[src/hdl/sgpk_pkg.sv]
// ----------------------------------------------------------------------------
// sgpk_pkg
// Widths, register codes and the queued pair type of the softened pair kick.
// ----------------------------------------------------------------------------
`default_nettype none

package sgpk_pkg;

  localparam int POS_W     = 48;
  localparam int SOFT_W    = 47;
  localparam int MASS_W    = 32;
  localparam int DX_W      = POS_W + 1;
  localparam int SQ_W      = 2 * DX_W;
  localparam int ROOT_W    = 50;
  localparam int D2_W      = 2 * ROOT_W;
  localparam int TM_W      = POS_W;
  localparam int P1_W      = TM_W + MASS_W;
  localparam int P2_W      = P1_W + DX_W;
  localparam int NUM_SHIFT = 33;
  localparam int NUM_W     = P2_W + NUM_SHIFT;
  localparam int DEN_W     = D2_W + ROOT_W;
  localparam int Q_BITS    = 50;
  localparam int FRAC_W    = 32;
  localparam int CFG_IDX_W = 2;

  typedef enum logic [CFG_IDX_W-1:0] {
    REG_KICK_INTERVAL = 2'd0,
    REG_SOFTENING     = 2'd1
  } cfg_reg_t;

  typedef struct packed {
    logic [2:0][DX_W-1:0]  dmag;
    logic [2:0]            dneg;
    logic [2:0][POS_W-1:0] vel;
    logic [MASS_W-1:0]     mass;
    logic                  coinc;
  } pair_item_t;

endpackage

`default_nettype wire

[src/hdl/sgpk_front.sv]
// ----------------------------------------------------------------------------
// sgpk_front
// Accepts a pair, forms the separation and flags a zero softened distance.
// ----------------------------------------------------------------------------
`default_nettype none

module sgpk_front
  import sgpk_pkg::*;
(
  input  wire logic                     clk,
  input  wire logic                     rst,
  input  wire logic                     start,
  input  wire logic                     busy,
  input  wire logic [SOFT_W-1:0]        softening_squared,
  input  wire logic signed [POS_W-1:0]  recv_pos_x,
  input  wire logic signed [POS_W-1:0]  recv_pos_y,
  input  wire logic signed [POS_W-1:0]  recv_pos_z,
  input  wire logic signed [POS_W-1:0]  src_pos_x,
  input  wire logic signed [POS_W-1:0]  src_pos_y,
  input  wire logic signed [POS_W-1:0]  src_pos_z,
  input  wire logic [MASS_W-1:0]        src_mass,
  input  wire logic signed [POS_W-1:0]  recv_vel_x,
  input  wire logic signed [POS_W-1:0]  recv_vel_y,
  input  wire logic signed [POS_W-1:0]  recv_vel_z,
  output logic                          item_valid,
  output pair_item_t                    item
);

  logic [POS_W-1:0] rp [3];
  logic [POS_W-1:0] sp [3];
  logic [DX_W-1:0]  dx [3];
  pair_item_t       item_next;
  logic             accept;

  assign accept = start && !busy;
  assign rp[0] = recv_pos_x;
  assign rp[1] = recv_pos_y;
  assign rp[2] = recv_pos_z;
  assign sp[0] = src_pos_x;
  assign sp[1] = src_pos_y;
  assign sp[2] = src_pos_z;

  always_comb begin
    for (int k = 0; k < 3; k++) begin
      dx[k] = {rp[k][POS_W-1], rp[k]} - {sp[k][POS_W-1], sp[k]};
      item_next.dneg[k] = dx[k][DX_W-1];
      item_next.dmag[k] = dx[k][DX_W-1] ? (~dx[k] + DX_W'(1)) : dx[k];
    end
    item_next.vel[0] = recv_vel_x;
    item_next.vel[1] = recv_vel_y;
    item_next.vel[2] = recv_vel_z;
    item_next.mass   = src_mass;
    item_next.coinc  = (dx[0] == '0) && (dx[1] == '0) && (dx[2] == '0) &&
                       (softening_squared == '0);
  end

  always_ff @(posedge clk) begin
    if (rst) begin
      item_valid <= 1'b0;
    end else begin
      item_valid <= accept;
    end
  end

  always_ff @(posedge clk) begin
    if (accept) begin
      item <= item_next;
    end
  end

endmodule

`default_nettype wire

[config.mk]
export PLATFORM = sky130hd
export DESIGN_NAME = sgpk_front
export DESIGN_NICKNAME = d
export VERILOG_FILES = /design/src/hdl/sgpk_pkg.sv /design/src/hdl/sgpk_front.sv
export SDC_FILE = /design/constraint.sdc
export NUM_CORES = 1
export LEC_CHECK = 0
export BUFFER_PORTS_ARGS = -buffer_cell sky130_fd_sc_hd__clkbuf_2
export CELL_PAD_IN_SITES_DETAIL_PLACEMENT = 0
export CELL_PAD_IN_SITES_GLOBAL_PLACEMENT = 2
export CORE_AREA = 3 3 332 334
export CTS_BUF_LIST = sky130_fd_sc_hd__clkbuf_16
export DETAILED_ROUTE_END_ITERATION = 6
export DIE_AREA = 0 0 335 337
export PLACE_DENSITY_LB_ADDON = 0.25
export SYNTH_ARGS = -nofsm -noshare
export SYNTH_HDL_FRONTEND = slang
export SYNTH_SLANG_ARGS = --single-unit
[constraint.sdc]
create_clock -name clk -period 27.5 [get_ports clk]
set_input_delay 5.5 -clock clk [delete_from_list [all_inputs] [get_ports clk]]
set_output_delay 5.5 -clock clk [all_outputs]
set_load 0.1 [all_outputs]
== Word level (Yosys, flattened, before mapping) ==
Index checks and enable logic that the tools add are counted.
Storage, ports and cells
  bits in registers: 328
  input port bits: 515
  output and inout bits: 328
Cells by class
  add/sub/neg operators: 6
  mux-type cells: 3
  bitwise logic cells: 3
  reductions and logical operators: 9
Operator list (count)
  $add 49x1->49 const B: 3
  $logic_not 49->1: 3
  $not 49->49: 3
  $sub 48x48->49: 3
  $mux 48: 3
  $logic_not 47->1: 1
  $logic_and 1x1->1: 4
  $logic_not 1->1: 1

== Depth between registers and ports, before layout ==
  depth in word-level cells: 5
  gate-level depth with buffers: 17
  gate-level depth less buffers: 16

== Worst setup path after synthesis ==
Ideal clock, no wire load.
  kind: in2reg
  from: input busy
  to: register item[0] (netlist bit) (enable)
  data arrival time: 19.966 ns
  required time: 26.432 ns
  setup slack: 6.466 ns
  cell stages on the path: 1
  path buffers: 0
  cell sequence: nor2b_1
On the way
  word-level cells in the longest chain between the ends: 2
Ends and longest elaborated chain
  start: declaration: line sgpk_front.sv:13  | input wire logic busy,
  $logic_not 1->1: line sgpk_front.sv:35  | assign accept = start && !busy;
  $logic_and 1x1->1: line sgpk_front.sv:35
  end signal: assignment: line sgpk_front.sv:67  | item <= item_next;
  end: declaration: line sgpk_front.sv:26  | output pair_item_t item
No other way between the ends.
A chain may end at the register's enable or synchronous reset.

==> results.txt <==
The tightest slew margin relative to the limit came out at 0.161. The number of port buffers came out at 842. The count of nets after finishing came out at 4022. The placeable core region is 107000 um^2. The number of cells traversed by the worst hold path is 1. The layout overhead on the synthesized area came out at 30.4%.

The number of clock sinks is 328. The via total after detailed routing is 23.2k. The global-route track usage on met3 is 0.0536. In the synthesized netlist the async set-or-reset flop fraction comes to 0. The largest vdd supply drop came out at 0.0476 mV. On the worst path, the slowest cell contributes a delay of 0.85 ns. The logic depth of the worst setup path including buffers came out at 13. Counting both buffers and inverters, the worst setup path holds a total of 2.

The number of register bits inferred by synthesis came out at 328. STA classifies the critical path startpoint as an input port. The fraction of the yosys area taken by sequential cells came out at 0.412.

The required time of the critical path came out at 27.98 ns. The setup slack at placement came out at 16.71 ns. In this run the cell area measured after placement is 29600 um^2. The via-per-instance ratio came out at 4.83.

For this run, design rule violations remaining after detail routing come to 0. Counting flops with a built-in enable in the synthesized netlist gives 327. The number of gates resized after CTS is 0. The number of iterations in the first detailed-routing pass came out at 6. The standard-cell row count came out at 120. The signal on the critical path passes through clkbuf_2 -> inv_1 -> ha_1 -> nand4_1 -> a2111oi_0 -> o21ai_0 -> a32oi_1 -> nand3b_1 -> or4_1 -> nor4_2 -> and2_1 -> nor3b_1 -> and4_1. The die is 335 um wide. The congestion estimate from routability-driven global placement came to 0.855. Of the cells placed in the final design, the portion with a size suffix greater than 1 is 0.288. The min-delay analysis places its worst path in the category in -> reg. The synthesized netlist net count came out at 3220. The count of yosys warnings during synthesis is 0.

The final period demand of the worst path came out at 10.15 ns. Setup repair after global routing left no endpoint under its margin. In this run the most used layer during global routing was met2.

The setup TNS came out at 0 ns. The wire length after detailed routing came out at 114 mm. Once layout is done, the placed cells without fillers occupy 31100 um^2. The synthesized area per cell is 9.35 um^2. The power per cell area is 70.3 nW/um^2. The worst path setup slack after routing is 17.35 ns. In this design, the largest share of critical-path delay is due to simple AND/OR/NAND/NOR gates. The overflow left after global routing is 0. The number of antenna violations at the first check in global routing is 36. The number of hold-slack violations in the final timing report is 0. The combined area of all synthesized cells is 23900 um^2. Measured along the y axis, the die boundary spans 337 um. The clock-pin slew on the worst setup and hold paths is 0.06 ns. Along the worst path, the maximum fanout reaches 9.

Counting the fill cells in the layout gives 11.7k. The full die area is 113000 um^2. The data arrival time of the worst path came out at 10.63 ns. The boundary pin count came out at 843. The top achievable clock speed came out at 0.0985 GHz.

For the pin with the worst max-slew slack, the measured transition is 1.26 ns. The violation count after the first detailed-route iteration came out at 1592. The number of buffers created by CTS came out at 46. In the global route stage, met1 resource usage came out at 0.224. The count of cell types in the netlist is 102. STA classifies the critical path endpoint as a flip-flop.

The first global-routing pass estimated 161 mm of wire. The tree is rooted in a clkbuf_16. The routed length per placed instance came out at 23.7 um. The clock tree from TritonCTS is done. The pin count of the biggest net entering global routing came out at 144. The starting density of the core came out at 0.223.

The count of final max-slew check failures was 0. No sink is reached through more buffers than the 3 on the longest clock path. The post-detailed-placement half-perimeter wirelength came out at 96.4 mm.

The final count of negative-setup-slack endpoints came out at 0. The via count of the first global-routing pass was 23.3k. The hold-fix buffer count after cts came out at 0.

The clock tree synthesis step divided the H-tree into 2 levels. The number of buffers added for setup after CTS came out at 0. The final critical-path share of the clock period is 0.369. The flow ran to the end, and the final reports show no timing, DRC or antenna violations. For this run, the leading register cell type out of synthesis is edfxtp_1. The global routing usage summed across all routing layers came out at 0.193. The max-cap violation count is 0. The cell leakage power came out at 13.2 nW.

The met2 layer usage reported by global route came out at 0.342. For this design, the slowest cell found on the critical path is a2111oi_0. On the final layout, the worst hold slack is 5.05 ns. The number of routed nets with antenna violations is 0. The setup path with the least slack is of type in -> reg. The post-synthesis cell count is 2555.
==> cell usage after synthesis (45+ instances only) <==
library cell | n | share of area
o21ai_0 | 155 | 0.032
ha_1 | 147 | 0.077
nand4_1 | 69 | 0.018
nand2_1 | 216 | 0.034
xnor2_1 | 141 | 0.052
nor2_1 | 185 | 0.029
edfxtp_1 | 327 | 0.41
inv_1 | 178 | 0.028
clkbuf_1 | 87 | 0.014
a21o_1 | 45 | 0.014
a21oi_1 | 215 | 0.045
nand3_1 | 48 | 0.010
nor3_1 | 63 | 0.013
xor2_1 | 98 | 0.036
==> stage by stage <==
stage          cells  utilization  power, W
2_1_floorplan   2555            -   0.00135
3_3_place_gp    4712        0.276   0.00160
3_5_place_dp    4712        0.276   0.00160
4_1_cts         4794        0.290   0.00223
5_1_grt         4805        0.290   0.00230
6_report        4810        0.291   0.00219
==> logic make-up (layout without fill, tap and decap cells) <==
kind of cell,count (synthesis),count (layout),synth area share
flops,328,328,0.412
fa+ha+maj,150,150,0.0795
buf+inv,280,1116,0.0450
simple gates,825,825,0.177
mux,3,3,0.00131
other cells,0,16,0
xor+xnor,239,239,0.0876
compound gates,730,730,0.197
==> cell type report <==
type	instances	area [um^2]	share of cell area
clock inverters	36	362	0.0116
inverters	179	672	0.0216
well taps	1403	1760	0.0564
repair buffers	855	4320	0.139
multi-input cells	1947	13000	0.417
diodes	16	40.0	0.00129
clock buffers	46	1150	0.0370
flip-flops and latches	328	9840	0.316
==> worst paths after layout <==
kind           start         to  slack (ns)
max    src_pos_x[11]    item[0]       17.35
min   recv_vel_z[44]  item[173]        5.05
==> cells in the final DEF (no fill, tap or decap), drive strengths merged, types with 46 or more instances in the layout <==
master  count
nand3      49
edfxtp    327
xnor2     141
o21ai     175
nand2     216
ha        147
nand4      69
a21oi     220
nor2      187
clkbuf    888
xor2       98
a21o       46
nor3       64
inv       187
==> metal layers <==
metal	vias to the layer above	part of all wire
li1	11100	-
met1	11100	0.39
met2	907	0.50
met3	121	0.076
met4	6	0.028
met5	-	0.00038
==> sequential cells by signal, summed over array words and instances (netlist names) <==
register	count
item	327
item_valid	1
==> power by group <==
| group | internal, W | total (W) | leakage [nW] | switching [W] |
|---|---|---|---|---|
| clock network | 0.000354 | 0.000608 | 0.756 | 0.000254 |
| registers | 0.000628 | 0.000648 | 3.07 | 0.0000210 |
| logic | 0.000214 | 0.000932 | 9.35 | 0.000718 |
(Power assumes the default switching activity.)
