`src/hdl/sgpk_pkg.sv`:
```
// ----------------------------------------------------------------------------
// sgpk_pkg
// Widths, register codes and the queued pair type of the softened pair kick.
// ----------------------------------------------------------------------------
`default_nettype none

package sgpk_pkg;

  localparam int POS_W     = 48;
  localparam int SOFT_W    = 47;
  localparam int MASS_W    = 32;
  localparam int DX_W      = POS_W + 1;
  localparam int SQ_W      = 2 * DX_W;
  localparam int ROOT_W    = 50;
  localparam int D2_W      = 2 * ROOT_W;
  localparam int TM_W      = POS_W;
  localparam int P1_W      = TM_W + MASS_W;
  localparam int P2_W      = P1_W + DX_W;
  localparam int NUM_SHIFT = 33;
  localparam int NUM_W     = P2_W + NUM_SHIFT;
  localparam int DEN_W     = D2_W + ROOT_W;
  localparam int Q_BITS    = 50;
  localparam int FRAC_W    = 32;
  localparam int CFG_IDX_W = 2;

  typedef enum logic [CFG_IDX_W-1:0] {
    REG_KICK_INTERVAL = 2'd0,
    REG_SOFTENING     = 2'd1
  } cfg_reg_t;

  typedef struct packed {
    logic [2:0][DX_W-1:0]  dmag;
    logic [2:0]            dneg;
    logic [2:0][POS_W-1:0] vel;
    logic [MASS_W-1:0]     mass;
    logic                  coinc;
  } pair_item_t;

endpackage

`default_nettype wire

```
`src/hdl/sgpk_fifo.sv`:
```
// ----------------------------------------------------------------------------
// sgpk_fifo
// Short queue of classified pairs between the front and the back.
// ----------------------------------------------------------------------------
`default_nettype none

module sgpk_fifo
  import sgpk_pkg::*;
#(
  parameter int DEPTH = 4
) (
  input  wire logic  clk,
  input  wire logic  rst,
  input  wire logic  push,
  input  pair_item_t push_item,
  input  wire logic  pop,
  output pair_item_t head_item,
  output logic       empty,
  output logic       almost_full
);

  localparam int PW = (DEPTH > 1) ? $clog2(DEPTH) : 1;
  localparam int CW = $clog2(DEPTH + 1);

  pair_item_t    slots [DEPTH];
  logic [PW-1:0] wr_ptr;
  logic [PW-1:0] rd_ptr;
  logic [CW-1:0] count;

  assign empty       = (count == '0);
  assign almost_full = (count >= CW'(DEPTH - 1));
  assign head_item   = slots[rd_ptr];

  always_ff @(posedge clk) begin
    if (rst) begin
      wr_ptr <= '0;
      rd_ptr <= '0;
      count  <= '0;
    end else begin
      if (push) begin
        wr_ptr <= (wr_ptr == PW'(DEPTH - 1)) ? '0 : wr_ptr + PW'(1);
      end
      if (pop) begin
        rd_ptr <= (rd_ptr == PW'(DEPTH - 1)) ? '0 : rd_ptr + PW'(1);
      end
      if (push && !pop) begin
        count <= count + CW'(1);
      end else if (pop && !push) begin
        count <= count - CW'(1);
      end
    end
  end

  always_ff @(posedge clk) begin
    if (push) begin
      slots[wr_ptr] <= push_item;
    end
  end

  a_no_overrun: assert property (@(posedge clk) disable iff (rst)
    !(push && !pop && (count == CW'(DEPTH))))
    else $error("queue overrun");

  a_no_underrun: assert property (@(posedge clk) disable iff (rst)
    !(pop && empty))
    else $error("queue underrun");

  a_push_fills: assert property (@(posedge clk) disable iff (rst)
    (push && !pop) |=> !empty)
    else $error("queue empty after push");

endmodule

`default_nettype wire

```
`config.mk`:
```
export PLATFORM = sky130hd
export DESIGN_NAME = sgpk_fifo
export DESIGN_NICKNAME = d
export VERILOG_FILES = /design/src/hdl/sgpk_pkg.sv /design/src/hdl/sgpk_fifo.sv
export SDC_FILE = /design/constraint.sdc
export NUM_CORES = 1
export LEC_CHECK = 0
export BUFFER_PORTS_ARGS = -buffer_cell sky130_fd_sc_hd__clkbuf_2
export CORE_MARGIN = 5
export CORE_UTILIZATION = 50
export DETAILED_ROUTE_END_ITERATION = 6
export HOLD_SLACK_MARGIN = 0.06
export PLACE_DENSITY = 0.77
export SYNTH_ARGS = -nofsm -noshare
export SYNTH_HDL_FRONTEND = slang
export SYNTH_SLANG_ARGS = --single-unit
export TNS_END_PERCENT = 50
```
`constraint.sdc`:
```
create_clock -name clk -period 22.4 [get_ports clk]
set_input_delay 6.72 -clock clk [delete_from_list [all_inputs] [get_ports clk]]
set_output_delay 6.72 -clock clk [all_outputs]
set_load 0.02 [all_outputs]
```
# After elaboration in Yosys (flattened, before gate mapping)

Memories as Yosys holds them, arrays and structs flattened. A register that Yosys moved wholly into a read port is not among the register bits.
Cells that the tools add are included.

Bits in registers: 7
RAM bits: 1308
Input port bits: 331
Output and inout bits: 329
Logic and storage cells: 25
Memories: 1

$add $sub $neg: 4
$lt $le $gt $ge: 1
Equality and inequality tests: 2
Multiplexer cells: 8
Reduce and logical (&&, ||, !) cells: 6

Memories:

| memory | words | bits a word | rd ports | clocked after Yosys merged registers in | wr ports | line            | text |
|---|---|---|---|---|---|---|---|
| slots  | 4     | 327         | 1        | 1                                       | 1        | sgpk_fifo.sv:25 | `pair_item_t slots [DEPTH];` |

Operator list:

| kind                  | number |
|---|---|
| $mux W2               | 4 |
| $mux W3               | 2 |
| $add A2 B1 Y2 const B | 2 |
| $eq A2 B2 Y1 const B  | 2 |
| $add A3 B1 Y3 const B | 1 |
| $ge A3 B2 Y1 const B  | 1 |
| $logic_not A3 Y1      | 1 |
| $sub A3 B1 Y3 const B | 1 |
| $logic_and A1 B1 Y1   | 2 |
| $logic_not A1 Y1      | 2 |
| $mux W1               | 2 |
| $reduce_bool A2 Y1    | 1 |

# Longest topological paths before layout

Gate-level depths: netlist of run 1.

Depth in word-level cells: 4
Mapped depth: 7
Depth with buffers taken out: 7

# Worst setup path before layout of run 1

OpenSTA, ideal clock, no wires.

Path kind: input to register
Start: input port push
End: memory slots[0][0] in the netlist's numbering, enable pin
Setup time: 0.729 ns
Arrival: 14.088 ns
Required time: 21.671 ns
Slack: 7.582 ns
Stages on the path: 1
Buffers on the path: 0
Path through: and2_1

Word-level cells in the longest chain between the ends: 2

Ends and longest elaborated chain:

| element                       | line            | text |
|---|---|---|
| start: declaration            | sgpk_fifo.sv:14 | `input wire logic push,` |
| $mux W1                       | sgpk_fifo.sv:55 | `if (push) begin` |
| $mux W1 (implied by the code) | sgpk_fifo.sv:56 | `slots[wr_ptr] <= push_item;` |
| end: declaration              | sgpk_fifo.sv:25 |  |

No other way between the ends.

==> reports/qor.yml, run 1 <==
grt_use_met1_pct: 23.8
cts_tree: "built"
synth_common_cells: "edfxtp_1, mux4_2, buf_4"
finalHoldViolCount: 0
p_total_mw: 5.48
fin_crit_sh_pct: 52.3
syn-cell-area_sq_um: 47500
cpMostUsedCell: "buf_4"
hold_buffers: 0
path_delay_family: "buffers and inverters"
start_util_pct: 50.2
ys_seq_area_share_pct: 83.0
io_pins: 660
grt_max_degree: 160
critical_path.max_fanout: 49
grt_antenna_before_repair: 34
gp_congestion: 0.841
synth_fp_nets: 2090
busiest_layer: "met2"
post-dp-hpwl_um: 63300
max-cap-violations: 0
syn_to_final_growth_pct: 18.8
port_buffers: 659
rsz0062_at_grt: "false"
cts.sinks: 1317
ir_worst_vdd_v: 0.0000794
crit_type: "reg2out"
slew_headroom_pct: 22.2
slew_viol_final: 0
synth.avg_cell_area_sq_um: 27.1
outcome: "finished, final reports clean"
synthTopCellsByArea: "edfxtp_1, mux4_2, buf_4"
async_flop_share_pct: 0
overflow: 0
cp-end-kind: "output pin"
postLayoutCellArea_sq_um: 56400
grt_pass1_wl_um: 152000
first_pass_iters: 5
row_count: 113
cts_buffers: 131
setup-tns-final_ps: 0
cp_num_buf_inv: 4
drive_gt1_share_pct: 45.8
core_sq_um: 94700
use_met3_pct: 7.45
grt_pass1_vias: 23400
yosysUniqueCellTypes: 21
place_area_sq_um: 52200
cts_resized: 0
fp.dieW_um: 318
clock_latency_ps: 720
grtUsageTotal_pct: 20.1
vias_per_cell: 5.60
synth_top_area_cell: "edfxtp_1"
fin_nets: 2837
clockBufferDepth: 3
yosysTopAreaCellShare_pct: 82.7
dieArea_sq_um: 101000
final_antenna_net_count: 0
root_buffer: "clkbuf_16"
slowest_delay_ps: 860
tightestPinTransition_ps: 1170
wl_per_cell_um: 26.4
cts.clk_slew.worst_paths_ps: 60
hold_class: "reg2reg"
yosysMostFrequentCell: "edfxtp_1"
synth_edf_count: 1308
skew_ps: 20.1
power_density_nw_per_um2: 97.1
timing.fmax_mhz: 85.4
gr-usage-met2_pct: 33.7
cts_setup_buffers: 0
dr.first_iter.drc_count: 2041
ctsHtreeMaxLevel: 4
netlist_instances: 1752
worstSetupStartpointType: "flip-flop"
ys.flop_type: "edfxtp_1"
yosysWarningCount: 0
drc: 0
fillers: 6438
cp_slowest_cell: "buf_4"
crit_required_ps: 15680
critPathArrivalTime_ps: 4980
crit_chain: "buf_4 -> buf_4 -> buf_4 -> mux4_2 -> clkbuf_2"
die_y_um: 318
leakagePower_nw: 18.9
min_period_ps: 11700
synth-seq-cells: 1317
setup_viol: 0
vias: 21800
wl_um: 103000
[kinds of logic (layout without fill, tap and decap cells)]
kind of cell | after synthesis | after routing | synth area share [%]
DFF | 1317 | 1317 | 83.0
muxes | 331 | 331 | 15.6
buffers and inverters | 77 | 932 | 0.956
and+or+nand+nor | 14 | 14 | 0.147
adders and majority gates | 7 | 7 | 0.200
AOI/OAI and AO/OA | 4 | 4 | 0.0474
xor gates and xnor gates | 2 | 2 | 0.0369
other | 0 | 25 | 0
[state kept, by name, indices dropped and copies added (netlist names), named ones only]
| signal | count |
|---|---|
| slots | 1308 |
| count | 3 |
| wr_ptr | 2 |
| rd_ptr | 2 |
[layout by cell type, fill, tap and decap left out, types with 3 or more instances in the layout]
cell type / netlist / layout
dfxtp_1: 9 / 7
buf_4: 29 / 26
clkbuf_2: 0 / 659
bufinv_16: 0 / 9
clkbuf_16: 0 / 136
inv_6: 0 / 7
and2_4: 0 / 4
edfxtp_1: 1308 / 1308
nor2_1: 7 / 7
clkinv_2: 0 / 17
inv_1: 4 / 4
ha_1: 6 / 6
clkbuf_1: 9 / 40
mux2i_1: 4 / 4
clkinv_1: 0 / 26
mux4_2: 327 / 327
clkinv_8: 0 / 3
diode_2: 0 / 25
[cell type report]
cell class | instances | area [sq um] | area share, %
antenna | 25 | 62.6 | 0.111
clock buffer | 177 | 3570 | 6.32
clock inverter | 64 | 591 | 1.05
inverter | 4 | 15.0 | 0.0266
multi-input combinational | 358 | 7620 | 13.5
sequential | 1317 | 39500 | 69.9
tap | 1265 | 1580 | 2.80
timing repair buffer | 687 | 3530 | 6.26
[layer usage]
layer	vias up	part of all wire [%]
li1	9185	-
met3	206	9.4
met5	-	0.11
met4	16	3.7
met2	968	52
met1	11400	35
[per-stage QoR]
stage          worst slack (ps)  instances  hold slack, ps  util [%]
2_1_floorplan              7580       1752             465         -
3_3_place_gp              11280       3631             482      55.1
3_5_place_dp              11250       3631             518      55.1
4_1_cts                   10410       3872             528      59.5
5_1_grt                   10090       3886             565      59.5
6_report                  10700       3897             524      59.6
[path summary, 6_finish.rpt]
path | startpoint | endpoint | depth (start not counted) | slack (ps)
max reg2reg | wr_ptr[0]$_SDFFE_PP0P_ | slots[2][209]$_DFFE_PP_ | 6 | 18250
min | count[2]$_SDFFE_PP0P_ | count[2]$_SDFFE_PP0P_ | 2 | 520
min reg2reg | count[2]$_SDFFE_PP0P_ | count[2]$_SDFFE_PP0P_ | 2 | 520
max | flip-flop | head_item[227] | 5 | 10700
[tightest hold or removal path: stages (launching register included)]
cell and delay, ps:
dfxtp_1 340, o21ai_0 80, a21oi_1 60
[power breakdown]
group          internal (mW)  total [mW]  switching [mW]
Sequential              2.83        2.86          0.0329
Combinational          0.191       0.512           0.321
Clock                   1.23        2.11           0.878
Total                   4.25        5.48            1.23
Note: power is estimated with default switching activity, not from simulation.
==> run 2: changes to the inputs <==
Clock period 22.4 ns to 10.8 ns, I/O delays scaled along.
==> run 2 against run 1 <==
Net effect:
- worst setup slack got worse by 6900 ps
- critical path depth decreased by 1
- sequential power up 110%
- clock-buffer cell count down 23
- utilization is 0.34 points lower
- critical endpoint is now head_item[117]
- highest routed layer unchanged
==> reports/qor.yml, run 2 (synthesis results as in run 1) <==
outcome: "finished, final reports clean"
drc: 0
worstHoldPathCells: 2
root_buffer: "clkbuf_16"
finalHoldViolCount: 0
fp.dieW_um: 318
hold_class: "reg2reg"
net-switching-power_mw: 2.51
cp.depth: 4
drive_gt1_share_pct: 45.5
final_common_cell: "edfxtp_1"
setup-tns-final_ps: 0
tightestPinTransition_ps: 1200
vias: 21700
cts.clk_slew.worst_paths_ps: 60
cts_resized: 0
final_antenna_net_count: 0
cts_setup_buffers: 0
top_register: "slots"
crit_type: "reg2out"
multi_input_area_sq_um: 7620
postLayoutCellArea_sq_um: 56100
vias_per_cell: 5.61
slowest_delay_ps: 960
finalWorstSetupSlack_ps: 3760
ir_worst_vdd_v: 0.000155
core_sq_um: 94700
critPathArrivalTime_ps: 3800
wl_per_cell_um: 26.3
row_count: 113
place_area_sq_um: 52300
sw_frac_of_total_pct: 22.6
dr.first_iter.drc_count: 1828
largest_reg_flops: 1308
first_pass_iters: 4
clock_latency_ps: 690
fin_nets: 2821
hold_buffers: 0
cp_num_buf_inv: 3
crit_chain: "buf_4 -> buf_4 -> mux4_2 -> clkbuf_2"
reg2reg_depth: 5
dieArea_sq_um: 101000
register_area_sq_um: 39500
skew_ps: 18.4
slew_headroom_pct: 19.8
grt_pass1_wl_um: 152000
fillers: 6481
grt_pass1_vias: 23300
max-cap-violations: 0
reg_top3: "slots x1308, count x3"
cts.sinks: 1317
post-dp-hpwl_um: 63000
io_pins: 660
grt_antenna_before_repair: 25
leakagePower_nw: 18.7
syn_to_final_growth_pct: 18.1
clockBufferDepth: 3
rsz0062_at_grt: "false"
cp_slowest_cell: "dfxtp_4"
cts_buffers: 121
grt_max_degree: 146
sequentialPowerShare_pct: 53.6
timing.fmax_mhz: 142
cellInternalPower_mw: 8.57
worstSetupStartpointType: "flip-flop"
most-common-layout-cells: "edfxtp_1, clkbuf_2, mux4_2"
critical_path.max_fanout: 45
ctsHtreeMaxLevel: 3
comb_power_share_pct: 9.6
gp_congestion: 0.793
power_density_nw_per_um2: 197
port_buffers: 659
slew_viol_final: 0
cpMostUsedCell: "buf_4"
overflow: 0
path_delay_family: "buffers and inverters"
die_y_um: 318
grtUsageTotal_pct: 19.9
cp-end-kind: "output pin"
setup_viol: 0
place_ws_ps: 4370
fin_crit_sh_pct: 65.2
wl_um: 102000
cts_tree: "built"
clock_power_share_pct: 36.8
crit_required_ps: 7560
min_period_ps: 7040
start_util_pct: 50.2
## run 2: changes by cell type in the layout (fill, tap and decap cells not counted), sizes merged
| cell | delta |
|---|---|
| inv | -3 |
| diode | -6 |
| clkinv | +2 |
| clkbuf | -23 |
| buf | -6 |
| clkinvlp | +5 |
## run 2: power by group through the flow
stage               Combinational [mW]  Clock [mW]  Sequential [mW]
global route                      1.13        4.41             5.94
finish                            1.06        4.08             5.93
CTS                               1.08        4.17             5.93
floorplan                        0.662           0             6.05
detailed placement                1.07           0             6.04
global placement                  1.05           0             6.02
## run 2: final cells by class
cell class                      count  share of cell area [%]
Antenna cell                       19                  0.0847
Clock buffer                      154                    5.71
Clock inverter                     68                    1.06
Inverter                            4                  0.0268
Multi-Input combinational cell    358                    13.6
Sequential cell                  1317                    70.3
Tap cell                         1265                    2.82
Timing Repair Buffer              681                    6.39
## run 2: worst paths after layout
path / start / endpoint / slack, ps
worst max-delay path: flip-flop / head_item[117] / 3760
worst min register to register: rd_ptr[1]$_SDFFE_PP0P_ / flip-flop / 550
worst max register to register: wr_ptr[0]$_SDFFE_PP0P_ / slots[0][209]$_DFFE_PP_ / 7660
worst min-delay path: rd_ptr[1]$_SDFFE_PP0P_ / flip-flop / 550
## run 2: worst min-delay path, cell delays in order, from the launching register on
cell	delay [ps]
dfxtp_1	320
mux2i_1	120
nor2_1	70
## run 2: per-stage QoR
stage | power, mW | utilization [%] | cells | hold WS, ps
finish | 11.1 | 59.2 | 3866 | 554
global route | 11.5 | 59.2 | 3858 | 616
CTS | 11.2 | 59.2 | 3847 | 563
detailed placement | 7.11 | 55.2 | 3625 | 558
global placement | 7.07 | 55.2 | 3625 | 480
floorplan | 6.71 | - | 1752 | 465
## run 2: routing by layer
metal | share of wire, % | global-route usage [%] | wire [um]
met5 | 0.089 | 0 | 91
met4 | 2.5 | 5.77 | 2520
met3 | 9.6 | 6.95 | 9720
met1 | 35 | 23.9 | 35700
met2 | 53 | 34.4 | 53700
==> run 3: changes to the inputs <==
Clock period 10.8 ns to 7.2 ns, I/O delays scaled along.
==> run 3 against run 2 <==
Net effect:
- worst hold slack lost 28 ps
- register-to-register slack lost 3100 ps
- highest routed layer unchanged
- utilization grew 0.69 points
- first-iteration DRC count grew 13%
- sequential power grew 50%
- wire length grew 5.2%
- worst setup slack lost 1900 ps
- non-clock buffer count grew 41
- largest cell class unchanged
- clock-buffer cell count grew 6
- cell area grew 1.2%
==> reports/qor.yml, run 3 (synthesis results as in run 1) <==
comb_power_share_pct: 9.6
syn_to_final_growth_pct: 19.5
grtUsageTotal_pct: 21.0
root_buffer: "clkbuf_16"
sw_frac_of_total_pct: 22.8
hold_buffers: 0
io_pins: 660
grt_pass1_wl_um: 158000
drive_gt1_share_pct: 46.7
setup-tns-final_ps: 0
wl_um: 107000
reg_top3: "slots x1308, count x3"
final_common_cell: "edfxtp_1"
setup_viol: 0
worstSetupStartpointType: "flip-flop"
final_antenna_net_count: 0
tightestPinTransition_ps: 1150
wl_per_cell_um: 27.2
finalHoldViolCount: 0
grt_pass1_vias: 23900
port_buffers: 659
dieArea_sq_um: 101000
gp_congestion: 0.798
hold_class: "reg2reg"
vias: 22300
row_count: 113
top_register: "slots"
place_area_sq_um: 52600
clockBufferDepth: 3
power_density_nw_per_um2: 298
fin_nets: 2872
cts_tree: "built"
post-dp-hpwl_um: 66400
drc: 0
min_period_ps: 5380
cts_resized: 0
max-cap-violations: 0
largest_reg_flops: 1308
dr.first_iter.drc_count: 2058
ctsHtreeMaxLevel: 4
postLayoutCellArea_sq_um: 56800
vias_per_cell: 5.67
cts.sinks: 1317
grt_max_degree: 99
crit_type: "reg2out"
ir_worst_vdd_v: 0.000300
critical_path.max_fanout: 40
slew_viol_final: 0
cts.clk_slew.worst_paths_ps: 60
net-switching-power_mw: 3.86
critPathArrivalTime_ps: 3220
clock_power_share_pct: 37.8
fin_crit_sh_pct: 74.7
utilization_pct: 59.9
start_util_pct: 50.2
most-common-layout-cells: "edfxtp_1, clkbuf_2, mux4_2"
slew_headroom_pct: 23.6
rsz0062_at_grt: "false"
cellInternalPower_mw: 13.1
fp.dieW_um: 318
die_y_um: 318
timing.fmax_mhz: 186
crit_required_ps: 5040
sequentialPowerShare_pct: 52.6
core_sq_um: 94700
skew_ps: 23.0
grt_antenna_before_repair: 38
outcome: "finished, final reports clean"
clock_latency_ps: 720
first_pass_iters: 5
cts_setup_buffers: 0
overflow: 0
cts_buffers: 131
leakagePower_nw: 19.1
cp-end-kind: "output pin"
-- run 3: layout make-up --
| type | instances | area, sq um |
|---|---|---|
| timing repair buffer | 722 | 3960 |
| clock buffer | 160 | 3490 |
| antenna | 32 | 80.1 |
| tap | 1265 | 1580 |
| sequential | 1317 | 39500 |
| clock inverter | 72 | 554 |
| multi-input combinational | 358 | 7620 |
| fill | 6428 | 38000 |
| inverter | 4 | 15.0 |
-- run 3: critical path, cell delays in order (launching register included) --
cell and delay, ps:
dfxtp_4 1010, buf_4 630, mux4_2 620, clkbuf_2 190
-- run 3: through the flow --
stage,total power [mW],hold slack (ps),cells,setup WS (ps)
5_1_grt,17.6,564,3923,1560
6_report,16.9,526,3930,1820
4_1_cts,17.1,531,3898,1650
2_1_floorplan,10.1,465,1752,-3060
3_3_place_gp,10.6,481,3666,2480
3_5_place_dp,10.7,519,3666,2510
-- run 3: per-layer routing --
layer / vias up / GRT usage [%] / wire, um
met5: - / 0 / 79
li1: 9282 / - / -
met3: 204 / 7.36 / 10700
met2: 1091 / 35.3 / 56200
met1: 11700 / 25.1 / 36600
met4: 12 / 8.85 / 3490
-- run 3: final timing paths --
kind,startpoint,endpoint,slack [ps],depth (start not counted)
hold reg to reg,rd_ptr[1]$_SDFFE_PP0P_,flip-flop,530,2
hold / removal,rd_ptr[1]$_SDFFE_PP0P_,flip-flop,530,2
setup reg to reg,wr_ptr[1]$_SDFFE_PP0P_,slots[1][113]$_DFFE_PP_,4610,4
setup / recovery,flip-flop,head_item[99],1820,3
-- run 3: power by group through the flow --
stage / registers, mW / logic, mW / clock network, mW
6_report: 8.91 / 1.63 / 6.40
5_1_grt: 8.92 / 1.73 / 6.90
4_1_cts: 8.91 / 1.66 / 6.54
3_5_place_dp: 9.06 / 1.64 / 0
3_3_place_gp: 9.03 / 1.61 / 0
2_1_floorplan: 9.08 / 0.993 / 0
